`src/kvt_ram.sv`:
```
// ----------------------------------------------------------------------------
// kvt_ram
// single port synchronous ram with registered read data
// ----------------------------------------------------------------------------
`default_nettype none

module kvt_ram #(
  parameter int WIDTH = 8,
  parameter int DEPTH = 16
) (
  input  wire logic                     clk,
  input  wire logic                     en,
  input  wire logic                     we,
  input  wire logic [$clog2(DEPTH)-1:0] addr,
  input  wire logic [WIDTH-1:0]         wdata,
  output logic      [WIDTH-1:0]         rdata
);

  logic [WIDTH-1:0] mem [DEPTH];

  always_ff @(posedge clk) begin
    if (en) begin
      if (we) begin
        mem[addr] <= wdata;
      end else begin
        rdata <= mem[addr];
      end
    end
  end

endmodule

`default_nettype wire

```
`config.mk`:
```
export PLATFORM = sky130hd
export DESIGN_NAME = kvt_ram
export DESIGN_NICKNAME = d
export VERILOG_FILES = /design/src/kvt_ram.sv
export SDC_FILE = /design/constraint.sdc
export NUM_CORES = 1
export LEC_CHECK = 0
export ABC_CLOCK_PERIOD_IN_PS = 4800
export BUFFER_PORTS_ARGS = -buffer_cell sky130_fd_sc_hd__buf_2
export CAP_MARGIN = 20
export CORE_MARGIN = 1
export CORE_UTILIZATION = 55
export CTS_BUF_LIST = sky130_fd_sc_hd__clkbuf_8
export DETAILED_ROUTE_END_ITERATION = 8
export HOLD_SLACK_MARGIN = 0.06
export PLACE_DENSITY_LB_ADDON = 0.15
export SYNTH_ARGS = -nofsm -noshare
export SYNTH_HDL_FRONTEND = slang
export SYNTH_SLANG_ARGS = --single-unit
```
`constraint.sdc`:
```
create_clock -name clk -period 4.8 [get_ports clk]
set_input_delay 1.44 -clock clk [delete_from_list [all_inputs] [get_ports clk]]
set_output_delay 1.44 -clock clk [all_outputs]
set_load 0.01 [all_outputs]
```
# After elaboration in Yosys (flattened, before gate mapping)
# Memories as Yosys holds them, arrays and structs flattened. A register that Yosys moved wholly into a read port is not among the register bits.
# Cells that the tools add are included.
dict set report op_classes {
  n_mux 3
  n_reduce_logical 1
  bitwise 1
}
# op n
set op_table {}
lappend op_table {{two-way mux 1 bit} 3}
lappend op_table {{AND reduction 2 bit} 1}
lappend op_table {{NOT 1 bit} 1}
dict set report word_totals {
  mem_bits_rw 128
  out_inout_bits 8
  memories 1
  inputBits 15
  register_bits 0
}
# name words word_bits rd rd_clocked_by_memory_dff write_ports line
set memory_table {}
lappend memory_table {mem 16 8 1 1 1 19} ;# logic [WIDTH-1:0] mem [DEPTH];

# Longest topological paths before layout
dict set report depth {
  word_depth 3
  depth_mapped 5
  ltp_nobuf 3
}

# Worst setup path after synthesis
# OpenSTA, ideal clock, no wires.
dict set report synth_path {
  path_type {input to register}
  start {input addr[0]}
  end {memory mem[0][0], enable pin}
  t_arrival_ns 2.779
  required_time_ns 4.417
  setup_slack_ns 1.638
  setup_ns 0.383
  cell_stages 4
  cell_sequence {buf_6 -> buf_2 -> or3_1 -> nor3_1}
}
# item line
set synth_lines {}
lappend synth_lines {{start, declared} 14} ;# input wire logic [$clog2(DEPTH)-1:0] addr,
lappend synth_lines {{end, declared} 19}
# Straight into the memory's write port.

# Worst setup path after layout
dict set report layout_path {
  start {input addr[1]}
  end {memory mem[7][4], enable pin}
}
# Straight into the memory's write port.

==> results.txt <==
vias in the first global route: 2261
Final TNS setup: 0 ns
Post CTS Setup Buffer Count: 0
CTS Hold Bufs: 0
final WL: 9620 um
Die X: 99.6 um
Cells after Synth: 234
crit-path max FO: 36
Hold Worst Slack: 0.752 ns
Place WS: 1.21 ns
most common cell in the netlist: edfxtp_1
Final WS setup: 1.71 ns
dpl hpwl: 5840 um
drt drc: 0
outcome: finished clean
r2r setup slk: 3.22 ns
PwrDens: 407 nW/um^2
asr flop ratio synth: 0
Worst-Skew Late Latency: 0.42 ns
WHS Endpoint: rdata[5]$_DFFE_PP_
Post-DP Area: 5470 um^2
Layout fillers: 638
Synth Area per Inst: 22.4 um^2
routed via count: 2391
RSZ-0062 raised after global routing: false
Fmax: 323 MHz
CTS max path bufs: 2
final instance area: 5880 um^2
RR Endpoint: rdata[4]$_DFFE_PP_
M1 wire length: 4440 um
vias per cell: 5.85
global-route wire length before repair: 14200 um
layout cells sized above 1: 0.261
hold_sp: mem[12][5]$_DFFE_PP_
synthesized area: 5240 um^2
initial antenna violation count: 0
critical path launch point type: input port
H-tree lvl count: 4
Critical Path RT: 4.85 ns
CTS tree: built
Overflow after GRT: 0
Die Footprint: 9920 um^2
Final Cycle Share: 0.644
die height: 99.6 um
Core Util, Final: 0.636
root buf cell: clkbuf_8
Arr. time, crit path: 3.14 ns
Clock transition at path regs: 0.08 ns
area of the core: 9240 um^2
Yosys top cell by area: edfxtp_1
Starting Density: 0.567
total track usage: 0.216
CP endpoint kind: flop
met3 wire length: 459 um
final max-slew violation count: 0
Yosys reg bits: 136
Worst VDD drop: 0.203 mV
post-synth top area share: 0.780
syn nets: 249
ANT cells: 0
Main synth FF type: edfxtp_1
Area Growth Syn to Fin: 12.2%
Tmin final: 3.09 ns
row count: 35
Synth Warn #: 0
WL met2: 4550 um
largest cells by area after synthesis: edfxtp_1, mux4_1, mux4_2
# resized after CTS: 0
nets: 282
Leak Pwr: 0.00192 uW
number of synthesized flops with an enable pin: 136
largest net degree at the start of global routing: 37
initial DRC count: 148
hold path cells: 3
Slew headroom: 0.443
Max Cap Viol: 0
post-synthesis cell type count: 18
Max Clock Skew: 0.00825 ns
Placer Congestion: 0.733
CTS Buf Count: 17
HP Class: reg2reg
IO Count: 23
Commonest cells post-synth: edfxtp_1, a22oi_1, mux4_1, mux4_2, nor2_1
Worst Path Class, Setup: in2reg
Routed Antenna Nets: 0
Max Used Layer: met4
launch point of the worst reg-to-reg path: mem[1][4]$_DFFE_PP_
number of clock sinks: 136
final setup fails: 0
sequential area share after synthesis: 0.780
Worst Tran Pin Value: 0.835 ns
DRT Pass-1 Iters: 4
Final Hold Vio Count: 0
Reg2Reg Depth: 3
number of port buffers: 22
drt wl/cell: 23.5 um
[where the power goes]
group	internal (uW)	switching [uW]
clock network	516	440
logic	40.6	67.0
registers	1320	3.34
[logic make-up after synthesis]
group / after synthesis / share of synthesized area
flops: 136 / 0.780
simple gates: 37 / 0.0332
buf+inv: 13 / 0.0150
mux: 32 / 0.149
compound gates: 16 / 0.0229
[per-stage QoR]
| stage | power, uW | std cells |
|---|---|---|
| 6_report | 2390 | 409 |
| 5_1_grt | 2460 | 409 |
| 4_1_cts | 2410 | 409 |
| 3_5_place_dp | 1460 | 377 |
| 3_3_place_gp | 1460 | 377 |
| 2_1_floorplan | 1420 | 234 |
[placed cells by master (no fill, tap or decap)]
master	instances
nor2_1	13
and2_1	1
clkinv_2	1
inv_6	4
or3_1	1
nand4_1	1
nand2b_1	2
edfxtp_1	136
clkinv_4	1
buf_4	5
clkinv_1	1
mux4_2	16
a22oi_1	16
bufinv_16	3
clkbuf_8	17
inv_1	1
buf_2	22
nor3_1	4
nor2b_1	3
nand4b_1	2
nand2_1	10
mux4_1	16
clkinvlp_4	4
[critical path, cell delays in order]
cell and delay [ns]:
buf_2 0.62, nand4_1 0.33, nor2_1 0.72
[how the worst max path moves through the flow]
stage               startpoint                   to  slack, ns
CTS                    addr[1]  mem[7][4]$_DFFE_PP_       1.68
global placement       addr[0]   rdata[0]$_DFFE_PP_       1.25
floorplan              addr[0]  mem[0][0]$_DFFE_PP_       1.64
detailed placement     addr[1]  mem[7][1]$_DFFE_PP_       1.21
finish                 addr[1]  mem[7][4]$_DFFE_PP_       1.71
global route           addr[1]  mem[7][4]$_DFFE_PP_       1.54
[cell type report]
type / instances / area, um^2 / share of cell area
clock buffer: 17 / 234 / 0.0398
sequential: 136 / 4080 / 0.695
clock inverter: 15 / 176 / 0.0300
multi-input combinational: 85 / 1070 / 0.183
tap: 129 / 161 / 0.0275
timing repair buffer: 27 / 148 / 0.0251
[state kept, by name, indices dropped and copies added, names as in the netlist]
| signal | cells |
|---|---|
| rdata | 8 |
| mem | 128 |
[layer usage]
layer	vias to the layer above	GRT usage
met3	13	0.0597
met2	66	0.309
met1	1244	0.322
li1	1068	-
met5	-	0
met4	0	0.0860
No activity file was read; power rests on OpenSTA's default activity.
