## src/kvt_pkg.sv

```systemverilog
// ----------------------------------------------------------------------------
// kvt_pkg
// shared types and constants of the keyed value table
// ----------------------------------------------------------------------------
`default_nettype none

package kvt_pkg;

  localparam int SLOT_COUNT = 256;
  localparam int SLOT_W     = $clog2(SLOT_COUNT);
  localparam int CNT_W      = $clog2(SLOT_COUNT + 1);
  localparam int KEY_W      = 16;
  localparam int VAL_W      = 32;
  localparam int ENTRY_W    = KEY_W + VAL_W;
  localparam int IN_DATA_W  = 56;
  localparam int OUT_DATA_W = 40;

  localparam logic [CNT_W-1:0] SLOT_END = CNT_W'(SLOT_COUNT);

  typedef enum logic [1:0] {
    ACT_WRITE = 2'd0,
    ACT_READ  = 2'd1,
    ACT_ERASE = 2'd2
  } act_t;

  typedef struct packed {
    logic [1:0]              action;
    logic signed [KEY_W-1:0] entry_key;
    logic signed [VAL_W-1:0] write_value;
  } item_t;

  typedef struct packed {
    logic signed [VAL_W-1:0] read_value;
    logic                    found;
    logic                    status;
  } res_t;

  typedef struct packed {
    logic               en;
    logic               we;
    logic [SLOT_W-1:0]  addr;
    logic [ENTRY_W-1:0] wdata;
  } ram_req_t;

endpackage

`default_nettype wire

```

## src/kvt_engine.sv

```systemverilog
// ----------------------------------------------------------------------------
// kvt_engine
// scan sequencer: walks all slots, finds match and first free, then for write or erase updates
// ----------------------------------------------------------------------------
`default_nettype none

module kvt_engine (
  input  wire logic                            clk,
  input  wire logic                            rst_n,
  input  wire logic                            in_valid,
  output logic                                 in_ready,
  input  wire kvt_pkg::item_t                  in_item,
  output kvt_pkg::ram_req_t                    ram_req,
  input  wire logic [kvt_pkg::ENTRY_W-1:0]     ram_rdata,
  output logic                                 res_valid,
  input  wire logic                            res_ready,
  output kvt_pkg::res_t                        res
);

  typedef enum logic [1:0] {
    ST_IDLE,
    ST_SCAN,
    ST_FINISH,
    ST_RESP
  } state_t;

  state_t                         state_r, state_nxt;
  logic [kvt_pkg::SLOT_COUNT-1:0] valid_r, valid_nxt;
  logic [kvt_pkg::CNT_W-1:0]      cnt_r, cnt_nxt;
  logic                           chk_r, chk_nxt;
  logic                           hit_r, hit_nxt;
  logic                           free_r, free_nxt;

  logic [kvt_pkg::SLOT_W-1:0]     chk_addr_r, chk_addr_nxt;
  logic [kvt_pkg::SLOT_W-1:0]     hit_idx_r, hit_idx_nxt;
  logic [kvt_pkg::SLOT_W-1:0]     free_idx_r, free_idx_nxt;
  logic signed [kvt_pkg::VAL_W-1:0] hit_val_r, hit_val_nxt;
  kvt_pkg::item_t                 item_r, item_nxt;
  kvt_pkg::res_t                  res_r, res_nxt;

  logic                           slot_v;
  logic                           key_eq;

  assign slot_v = valid_r[chk_addr_r];
  assign key_eq = ram_rdata[kvt_pkg::KEY_W-1:0] == item_r.entry_key;

  always_comb begin
    state_nxt    = state_r;
    valid_nxt    = valid_r;
    cnt_nxt      = cnt_r;
    chk_nxt      = 1'b0;
    hit_nxt      = hit_r;
    free_nxt     = free_r;
    chk_addr_nxt = chk_addr_r;
    hit_idx_nxt  = hit_idx_r;
    free_idx_nxt = free_idx_r;
    hit_val_nxt  = hit_val_r;
    item_nxt     = item_r;
    res_nxt      = res_r;
    ram_req      = '0;

    unique case (state_r)
      ST_IDLE: begin
        if (in_valid) begin
          item_nxt  = in_item;
          cnt_nxt   = '0;
          hit_nxt   = 1'b0;
          free_nxt  = 1'b0;
          state_nxt = ST_SCAN;
        end
      end
      ST_SCAN: begin
        if (cnt_r != kvt_pkg::SLOT_END) begin
          ram_req.en   = 1'b1;
          ram_req.addr = cnt_r[kvt_pkg::SLOT_W-1:0];
          chk_nxt      = 1'b1;
          chk_addr_nxt = cnt_r[kvt_pkg::SLOT_W-1:0];
          cnt_nxt      = cnt_r + 1'b1;
        end
        if (chk_r) begin
          if (slot_v && key_eq && !hit_r) begin
            hit_nxt     = 1'b1;
            hit_idx_nxt = chk_addr_r;
            hit_val_nxt = ram_rdata[kvt_pkg::ENTRY_W-1:kvt_pkg::KEY_W];
          end
          if (!slot_v && !free_r) begin
            free_nxt     = 1'b1;
            free_idx_nxt = chk_addr_r;
          end
          if (cnt_r == kvt_pkg::SLOT_END) begin
            state_nxt = ST_FINISH;
          end
        end
      end
      ST_FINISH: begin
        res_nxt       = '0;
        res_nxt.found = hit_r;
        ram_req.wdata = {item_r.write_value, item_r.entry_key};
        unique case (item_r.action)
          kvt_pkg::ACT_WRITE: begin
            if (hit_r) begin
              ram_req.en   = 1'b1;
              ram_req.we   = 1'b1;
              ram_req.addr = hit_idx_r;
            end else if (free_r) begin
              ram_req.en            = 1'b1;
              ram_req.we            = 1'b1;
              ram_req.addr          = free_idx_r;
              valid_nxt[free_idx_r] = 1'b1;
            end else begin
              res_nxt.status = 1'b1;
            end
          end
          kvt_pkg::ACT_READ: begin
            if (hit_r) begin
              res_nxt.read_value = hit_val_r;
            end
          end
          kvt_pkg::ACT_ERASE: begin
            if (hit_r) begin
              valid_nxt[hit_idx_r] = 1'b0;
            end
          end
          default: begin
            res_nxt.found = 1'b0;
          end
        endcase
        state_nxt = ST_RESP;
      end
      ST_RESP: begin
        if (res_ready) begin
          state_nxt = ST_IDLE;
        end
      end
      default: begin
        state_nxt = ST_IDLE;
      end
    endcase
  end

  always_ff @(posedge clk) begin
    if (!rst_n) begin
      state_r <= ST_IDLE;
      valid_r <= '0;
      cnt_r   <= '0;
      chk_r   <= 1'b0;
      hit_r   <= 1'b0;
      free_r  <= 1'b0;
    end else begin
      state_r <= state_nxt;
      valid_r <= valid_nxt;
      cnt_r   <= cnt_nxt;
      chk_r   <= chk_nxt;
      hit_r   <= hit_nxt;
      free_r  <= free_nxt;
    end
  end

  always_ff @(posedge clk) begin
    chk_addr_r <= chk_addr_nxt;
    hit_idx_r  <= hit_idx_nxt;
    free_idx_r <= free_idx_nxt;
    hit_val_r  <= hit_val_nxt;
    item_r     <= item_nxt;
    res_r      <= res_nxt;
  end

  assign in_ready  = state_r == ST_IDLE;
  assign res_valid = state_r == ST_RESP;
  assign res       = res_r;

endmodule

`default_nettype wire

```

## config.mk

```make
export PLATFORM = sky130hd
export DESIGN_NAME = kvt_engine
export DESIGN_NICKNAME = d
export VERILOG_FILES = /design/src/kvt_pkg.sv /design/src/kvt_engine.sv
export SDC_FILE = /design/constraint.sdc
export NUM_CORES = 1
export LEC_CHECK = 0
export ABC_AREA = 1
export BUFFER_PORTS_ARGS = -buffer_cell sky130_fd_sc_hd__buf_2
export CAP_MARGIN = 10
export CORE_AREA = 2 2 245 247
export CTS_CLUSTER_DIAMETER = 200
export DETAILED_ROUTE_END_ITERATION = 7
export DIE_AREA = 0 0 247 249
export PLACE_DENSITY = 0.54
export SYNTH_ARGS = -nofsm -noshare
export SYNTH_HDL_FRONTEND = slang
export SYNTH_SLANG_ARGS = --single-unit
```

## constraint.sdc

```tcl
create_clock -name clk -period 4.55 [get_ports clk]
set_input_delay 0.455 -clock clk [delete_from_list [all_inputs] [get_ports clk]]
set_output_delay 0.455 -clock clk [all_outputs]
set_load 0.01 [all_outputs]
```

**After elaboration in Yosys (flattened, before gate mapping)**

Cells that the tools add are included.

- Flip-flop bits (word level): 410
- Output and inout bits: 94
- Logic and storage cells: 104

- Add/sub/neg operators: 1
- Magnitude comparators: 5
- Eq/ne operators: 18
- Muxes and demuxes: 35
- Bitwise logic cells: 4
- Reduce and logical (&&, ||, !) cells: 25

Operator list:

| operator | count |
|---|---|
| 256-bit 2-to-1 mux | 3 |
| 256-bit one-hot mux with 2 select lines | 1 |
| 256-bit bitwise AND | 1 |
| 256-bit NOT | 1 |
| 256-bit OR | 1 |
| 48-bit 2-to-1 mux | 1 |
| 10-bit 2-to-1 mux | 3 |
| 8-bit by 9-bit less-than comparator with 1-bit output (second input constant) | 3 |
| 9-bit 2-to-1 mux | 2 |
| 2-bit != test (second input constant) | 9 |
| 9-bit one-hot mux with 2 select lines | 1 |
| 1-bit demux with 8-bit select | 2 |
| 16-bit equality test | 1 |
| 8-bit by 1-bit greater-or-equal comparator with 1-bit output (second input constant) | 2 |
| 8-bit one-hot mux with 2 select lines | 1 |
| 4-bit AND reduction | 3 |
| 1-bit 2-to-1 mux | 11 |
| 9-bit by 1-bit adder with 9-bit output (second input constant) | 1 |
| 9-bit equality test (second input constant) | 1 |
| 9-bit != test (second input constant) | 1 |
| 3-bit AND reduction | 3 |
| 1-bit binary-select mux with 8-bit select | 1 |
| 2-bit 2-to-1 mux | 4 |
| 8-bit 2-to-1 mux | 1 |
| 14 further kinds | 30 |

**Logic depth before layout (Yosys ltp)**

Gate-level depths: netlist of the first run.

- Depth in word-level cells: 8
- Mapped depth: 17

**Worst setup path after synthesis of the first run**

OpenSTA, ideal clock, no wires.

- Path kind: reg-to-reg
- Start: reg chk_addr_r[0] in the netlist's numbering
- End: reg hit_idx_r[0] in the netlist's numbering (enable)
- Arrival time: 3.299 ns
- Setup slack: 0.813 ns
- Cell stages (with the launch flop): 16
- Buffers on the path: 2
- Period minus slack after synthesis: 3.737 ns
- Cell sequence: edfxtp_1 > inv_1 > buf_2 > clkbuf_1 > nand2_1 > nand3_1 > nand3_1 > nand3_1 > nand3_1 > nand2_1 > nand2_1 > nand3_1 > nand3_1 > nand2_1 > nand2_1 > nor2_1

- Word-level cells in the longest chain between the ends: 5

Ends and longest elaborated chain:

| item | RTL line | text |
|---|---|---|
| from (decl) | kvt_engine.sv:34 | `logic [kvt_pkg::SLOT_W-1:0] chk_addr_r, chk_addr_nxt;` |
| from (signal assigned) | kvt_engine.sv:160 | `chk_addr_r <= chk_addr_nxt;` |
| 1-bit binary-select mux with 8-bit select | kvt_engine.sv:44 | `assign slot_v = valid_r[chk_addr_r];` |
| 1-bit 2-to-1 mux (implied by the code) | kvt_engine.sv:44 |  |
| 1-bit logical AND (2 in series) | kvt_engine.sv:81 | `if (slot_v && key_eq && !hit_r) begin` |
| 3-bit AND reduction (no source line) | - |  |
| to (signal assigned) | kvt_engine.sv:161 | `hit_idx_r <= hit_idx_nxt;` |
| to (decl) | kvt_engine.sv:35 | `logic [kvt_pkg::SLOT_W-1:0] hit_idx_r, hit_idx_nxt;` |

No other way between the ends. The select of a mux whose other input is x is not followed.
A chain may end at the register's enable or synchronous reset.

**Worst setup path in the final report of the first run**

- Start: reg chk_addr_r[0] in the netlist's numbering
- End: reg hit_val_r[2] in the netlist's numbering (enable)

- Word-level cells in the longest chain between the ends: 5

Ends and longest elaborated chain:

| item | RTL line | text |
|---|---|---|
| 1-bit binary-select mux with 8-bit select | kvt_engine.sv:44 |  |
| 1-bit 2-to-1 mux (implied by the code) | kvt_engine.sv:44 |  |
| 1-bit logical AND (2 in series) | kvt_engine.sv:81 |  |
| 3-bit AND reduction (no source line) | - |  |
| to (signal assigned) | kvt_engine.sv:163 | `hit_val_r <= hit_val_nxt;` |
| to (decl) | kvt_engine.sv:37 | `logic signed [kvt_pkg::VAL_W-1:0] hit_val_r, hit_val_nxt;` |

No other way between the ends. The select of a mux whose other input is x is not followed.

==> run metrics, run 1 <==
Least-Margin Pin Slew 1.27 ns; minimum clock period after layout 3.49 ns; Area Growth Syn to Fin 15.8%; Setup Crit Path Kind reg2reg; Top Ports 196; Post-DP Area 21,900 um2; Cells after Synth 2,634; Routed met3 length 6.44 mm; fmax 287 MHz; antenna violations before repair 1; n_diodes 0; status complete, no violations; Crit path required time 4.80 ns; met1 wire length 31.9 mm; # clock sinks 410; cell mode on critical path nand3_1; Critical Path, Cell by Cell buf_12 -> nand2_1 -> nand3_1 -> nand3_1 -> nand3_1 -> nand3_1 -> nand2_1 -> nand2_1 -> nand3_1 -> nand3_1 -> nand2_1 -> nand2_1 -> nor2_4 -> buf_4; Int Pwr 6.83 mW; Post-Syn Nets 2,742; Psw 3.52 mW; Avg Cell Area, Syn 7.74 um2; largest family of logic cells by synthesized area simple AND/OR/NAND/NOR gates; postcts setup bufs 0; Post-synth EDFFs 140; TritonCTS clock tree yes; CP Capture Type flop; Final Slew Violations 0; Net Sw Frac 0.340; initial cell density of the core 0.347; Multi-input gate area 8410 um2; Num CTS Buffers 49; first-pass iteration count of the detailed router 6; setup tns final 0 ns; compound-gate portion of the synthesized area 0.198; Placed Cells 3,455; post_cts resized 0; Max Buffers Root-to-Sink 3; Peak VDD IR 0.346 mV; simple-gate share of the synthesized area 0.208; Async SR Flop Fraction 0; CP arrival 3.74 ns; sequential share of the synthesized area 0.472; routed vias/inst 5.58; vias post-DR 19.9k; mux cell area share after synthesis 0; Worst path max stage delay 0.44 ns; DR WL met2 34.5 mm; CTS Root Cell clkbuf_16; hold_buf cts 13; Lkg Pwr 8.32 nW; design area 23,600 um2; Non-Filler Instances 3,563; top layer in use met4; iteration-0 DRC count of the detailed router 2,335; Combinational Power Share 0.225; GRT Overall Usage 0.241; Final Cycle Share 0.767; Worst setup SP type flop; CP max FO 125; grt total ovfl 0; final setup fails 0; Total Die Area 61,500 um2; I/O Buffers 195; synth unique cells 36; Synth Cell Area 20,400 um2; DP HPWL 45.7 mm; number of register bits inferred by synthesis 410; Top FF cell, synth dfxtp_1; FF+latch area 9610 um2; Max Clock Skew 0.0145 ns; Synth Area in Adders 0.00368; slowest CP cell edfxtp_1; largest net degree at the start of global routing 181; share of layout cells above drive strength 1 0.124; vias in the first global route 18.8k; RSZ-0062 raised after global routing false; gpl congestion 0.876; clock power share 0.369; maxcap violations 0; drt total wl 75.8 mm; P per Cell Area 439 nW/um2; Routed Antenna Nets 0; global-route wire length before repair 115 mm; FP Rows 89; htree depth 2; Nets 2,857; Die H 249 um; overall power 10.4 mW; post-synthesis xor/xnor area fraction 0.00215; core box area 58,700 um2; clock latency on the worst-skew pair 0.61 ns; Final Hold Fails 0; HP Class in2reg; Die Wd 247 um; WL/cell 21.3 um; Seq pwr share 0.406; Remaining DRCs 0; Rel. slew slack 0.151; fill count 5,882; number of synthesis warnings 0; WHS 0.0206 ns; Reg clk slew, reported paths 0.06 ns
==> per-stage QoR <==
stage	util	worst slack [ns]
floorplan	-	0.813
global placement	0.373	1.15
detailed placement	0.373	1.16
CTS	0.402	1.13
global route	0.402	0.866
finish	0.402	1.06
==> worst paths after layout <==
kind	startpoint	end	slack, ns	cells past startpoint
worst min-delay path	ram_rdata[43]	hit_val_r[27]$_DFFE_PP_	0.02	1
worst max register to register	chk_addr_r[0]$_DFFE_PP_	hit_val_r[2]$_DFFE_PP_	1.06	14
worst max-delay path	chk_addr_r[0]$_DFFE_PP_	hit_val_r[2]$_DFFE_PP_	1.06	14
worst min register to register	cnt_r[8]$_SDFFE_PN0P_	cnt_r[8]$_SDFFE_PN0P_	0.48	2
==> worst max-delay path, delay by kind of cell, from the launching register on <==
kind | cells | cell delay (ns)
simple gates | 12 | 1.62
buf+inv | 2 | 0.84
flops | 1 | 0.44
==> power by group through the flow <==
stage               sequential (mW)  clock [mW]  combinational [mW]
floorplan                      4.26           0                1.37
global placement               4.27           0                2.30
detailed placement             4.28           0                2.30
CTS                            4.20        3.87                2.32
global route                   4.22        4.01                2.51
finish                         4.20        3.82                2.33
==> synthesized netlist by cell type, drive strengths merged (23+ instances only) <==
library cell | n | area (um2)
a21oi | 52 | 260
clkbuf | 134 | 503
o21ai | 289 | 1450
dfxtp | 270 | 5410
inv | 420 | 1580
nor2 | 116 | 435
nand3 | 235 | 1180
edfxtp | 140 | 4200
nand2 | 615 | 2310
nor3 | 23 | 246
buf | 50 | 289
a221oi | 243 | 2160
==> layout make-up <==
| class | count | area share |
|---|---|---|
| clock buffer | 62 | 0.0557 |
| clock inverter | 30 | 0.00944 |
| sequential | 410 | 0.407 |
| inverter | 424 | 0.0678 |
| tap | 773 | 0.0410 |
| multi-input combinational | 1616 | 0.356 |
| timing repair buffer | 248 | 0.0623 |
==> layout by cell type (no fill, tap or decap), drive strengths merged, types with 2 or more instances in the layout <==
master       instances
dlygate4sd3         13
edfxtp             140
a211oi               9
nor3b                2
a21oi               52
o22ai                9
nor4                 3
clkinv              29
nand4                3
a2111oi              2
o21ai              289
xor2                 4
inv                422
bufinv               2
ha                   6
a221oi             243
nand2              615
nand3              235
nor3                23
clkbuf              62
nor2               116
dfxtp              270
buf                235
==> flip-flops by register name, summed over array words and instances, names as in the netlist, 2 cells and up <==
register	count
valid_r	256
hit_idx_r	8
state_r	2
free_idx_r	8
item_r	50
chk_addr_r	8
cnt_r	9
res	34
hit_val_r	32
==> logic make-up (layout without fill, tap and decap cells) <==
group | Yosys count | in the layout
AND/OR/NAND/NOR | 999 | 999
buffers and inverters | 608 | 764
AO/OA/AOI/OAI | 606 | 606
flip-flops | 410 | 410
adder cells (fa/ha/maj) | 6 | 6
XOR/XNOR | 5 | 5
==> per-layer routing <==
layer / vias to the layer above / global-route usage
met5: - / 0
met4: 0 / 0.0960
met3: 191 / 0.0389
met2: 1034 / 0.380
met1: 9520 / 0.327
li1: 9149 / -
(Power assumes the default switching activity.)
==> inputs of run 2 (changes only) <==
==> constraint.sdc (replaced) <==
create_clock -name clk -period 3.3 [get_ports clk]
set_input_delay 0.33 -clock clk [delete_from_list [all_inputs] [get_ports clk]]
set_output_delay 0.33 -clock clk [all_outputs]
set_load 0.01 [all_outputs]
==> run metrics, run 2 (synthesized netlist as in run 1, its figures left out) <==
largest net degree at the start of global routing 93 (was 181); Routed Antenna Nets 0 (unchanged); CP max FO 19 (was 125); FP Rows 89 (unchanged); Total Die Area 61,500 um2 (unchanged); grt total ovfl 0 (unchanged); Rel. slew slack 0.196 (was 0.151); I/O Buffers 195 (unchanged); clock latency on the worst-skew pair 0.60 ns (was 0.61 ns); vias post-DR 20.0k (was 19.9k); final core utilization 0.419 (was 0.402); hold_buf cts 82 (was 13); setup tns final 0 ns (unchanged); Num CTS Buffers 48 (was 49); DP HPWL 45.2 mm (was 45.7 mm); post_cts resized 0 (unchanged); Top Ports 196 (unchanged); cell mode on critical path inv_1 (was nand3_1); gpl congestion 0.912 (was 0.876); CTS Root Cell clkbuf_16 (unchanged); iteration-0 DRC count of the detailed router 2,142 (was 2,335); initial cell density of the core 0.347 (unchanged); minimum clock period after layout 3.00 ns (was 3.49 ns); Lkg Pwr 8.78 nW (was 8.32 nW); Area Growth Syn to Fin 20.6% (was 15.8%); antenna violations before repair 0 (was 1); Remaining DRCs 0 (unchanged); status complete, no violations (unchanged); Setup Crit Path Kind reg2reg (unchanged); global-route wire length before repair 114 mm (was 115 mm); n_diodes 0 (unchanged); Final Hold Fails 0 (unchanged); Max Buffers Root-to-Sink 3 (unchanged); Final Cycle Share 0.908 (was 0.767); P per Cell Area 586 nW/um2 (was 439 nW/um2); share of layout cells above drive strength 1 0.130 (was 0.124); delay-heaviest family, CP simple AND/OR/NAND/NOR gates (unchanged); Die Wd 247 um (unchanged); htree depth 2 (unchanged); Bufs and invs on worst path 2 (unchanged); HP Class in2reg (unchanged); most frequent cells in the layout nand2_1, inv_1, o21ai_0 (unchanged); routed vias/inst 5.47 (was 5.58); Die H 249 um (unchanged); CP Capture Type flop (unchanged); # clock sinks 410 (unchanged); Reg with most FFs valid_r (unchanged); CP arrival 3.41 ns (was 3.74 ns); Nets 2,954 (was 2,857); Final Slew Violations 0 (unchanged); Worst path max stage delay 0.64 ns (was 0.44 ns); fmax 334 MHz (was 287 MHz); vias in the first global route 19.4k (was 18.8k); postcts setup bufs 0 (unchanged); Max Clock Skew 0.0173 ns (was 0.0145 ns); final setup fails 0 (unchanged); first-pass iteration count of the detailed router 6 (unchanged); core box area 58,700 um2 (unchanged); max reg flops 256 (unchanged); Reg clk slew, reported paths 0.06 ns (about the same); Least-Margin Pin Slew 1.20 ns (was 1.27 ns); most common cell after layout, fill and taps aside nand2_1 (unchanged); drt total wl 75.2 mm (was 75.8 mm); Worst setup SP type flop (unchanged); Crit path required time 3.72 ns (was 4.80 ns); Peak VDD IR 0.474 mV (was 0.346 mV); TritonCTS clock tree yes (unchanged); WHS 0.172 ns (was 0.0206 ns); GRT Overall Usage 0.239 (was 0.241); RSZ-0062 raised after global routing false (unchanged); maxcap violations 0 (unchanged); WL/cell 20.6 um (was 21.3 um); Critical Path, Cell by Cell inv_1 -> ha_4 -> inv_1 -> a211oi_2 -> nand2_2 -> nor3_2 -> nand2_1 -> o21ai_0 -> a221oi_1 (was buf_12 -> nand2_1 -> nand3_1 -> nand3_1 -> nand3_1 -> nand3_1 -> nand2_1 -> nand2_1 -> nand3_1 -> nand3_1 -> nand2_1 -> nand2_1 -> nor2_4 -> buf_4); slowest CP cell nand2_1 (was edfxtp_1)
-- run 2: worst register-to-register path, delay by kind of cell, from the launching register on --
family / cells / cell delay [ns]
and+or+nand+nor: 3 / 1.05
AOI/OAI and AO/OA: 3 / 0.83
DFF: 1 / 0.34
adders and majority gates: 1 / 0.33
buffers and inverters: 2 / 0.27
-- run 2: metrics by stage --
step	setup WS, ns	instances	power, mW	cell area, um2
6_report	0.304	3658	14.4	24600
5_1_grt	0.0725	3658	15.0	24600
4_1_cts	0.293	3658	14.4	24600
3_5_place_dp	0.376	3487	9.09	22200
3_3_place_gp	0.415	3487	9.08	22200
2_1_floorplan	0.231	2634	7.77	20400
-- run 2: final cells by class --
cell class / count / area (um2)
fill: 5737 / 34100
sequential: 410 / 9610
multi-input combinational: 1616 / 8410
timing repair buffer: 346 / 2430
inverter: 424 / 1600
clock buffer: 67 / 1400
tap: 773 / 967
clock inverter: 22 / 164
-- run 2: worst paths after layout --
kind | startpoint | to | slack, ns | cells past startpoint
setup / recovery | state_r[0]$_SDFFE_PN0P_ | valid_r[250]$_SDFFE_PN0P_ | 0.30 | 9
hold / removal | res_ready | state_r[1]$_SDFFE_PN0P_ | 0.17 | 4
setup reg to reg | state_r[0]$_SDFFE_PN0P_ | valid_r[250]$_SDFFE_PN0P_ | 0.30 | 9
hold reg to reg | cnt_r[8]$_SDFFE_PN0P_ | cnt_r[8]$_SDFFE_PN0P_ | 0.47 | 2
-- run 2: routing by layer --
layer / wire length (um) / vias to the layer above / GRT usage
li1: - / 9338 / -
met5: 0 / - / 0
met1: 30700 / 9532 / 0.303
met3: 6290 / 187 / 0.0461
met4: 3020 / 0 / 0.108
met2: 35200 / 958 / 0.391
-- run 2: report_power, final --
group | internal (mW) | switching (mW)
combinational | 0.901 | 2.42
sequential | 5.63 | 0.146
clock | 3.10 | 2.21
total | 9.62 | 4.78
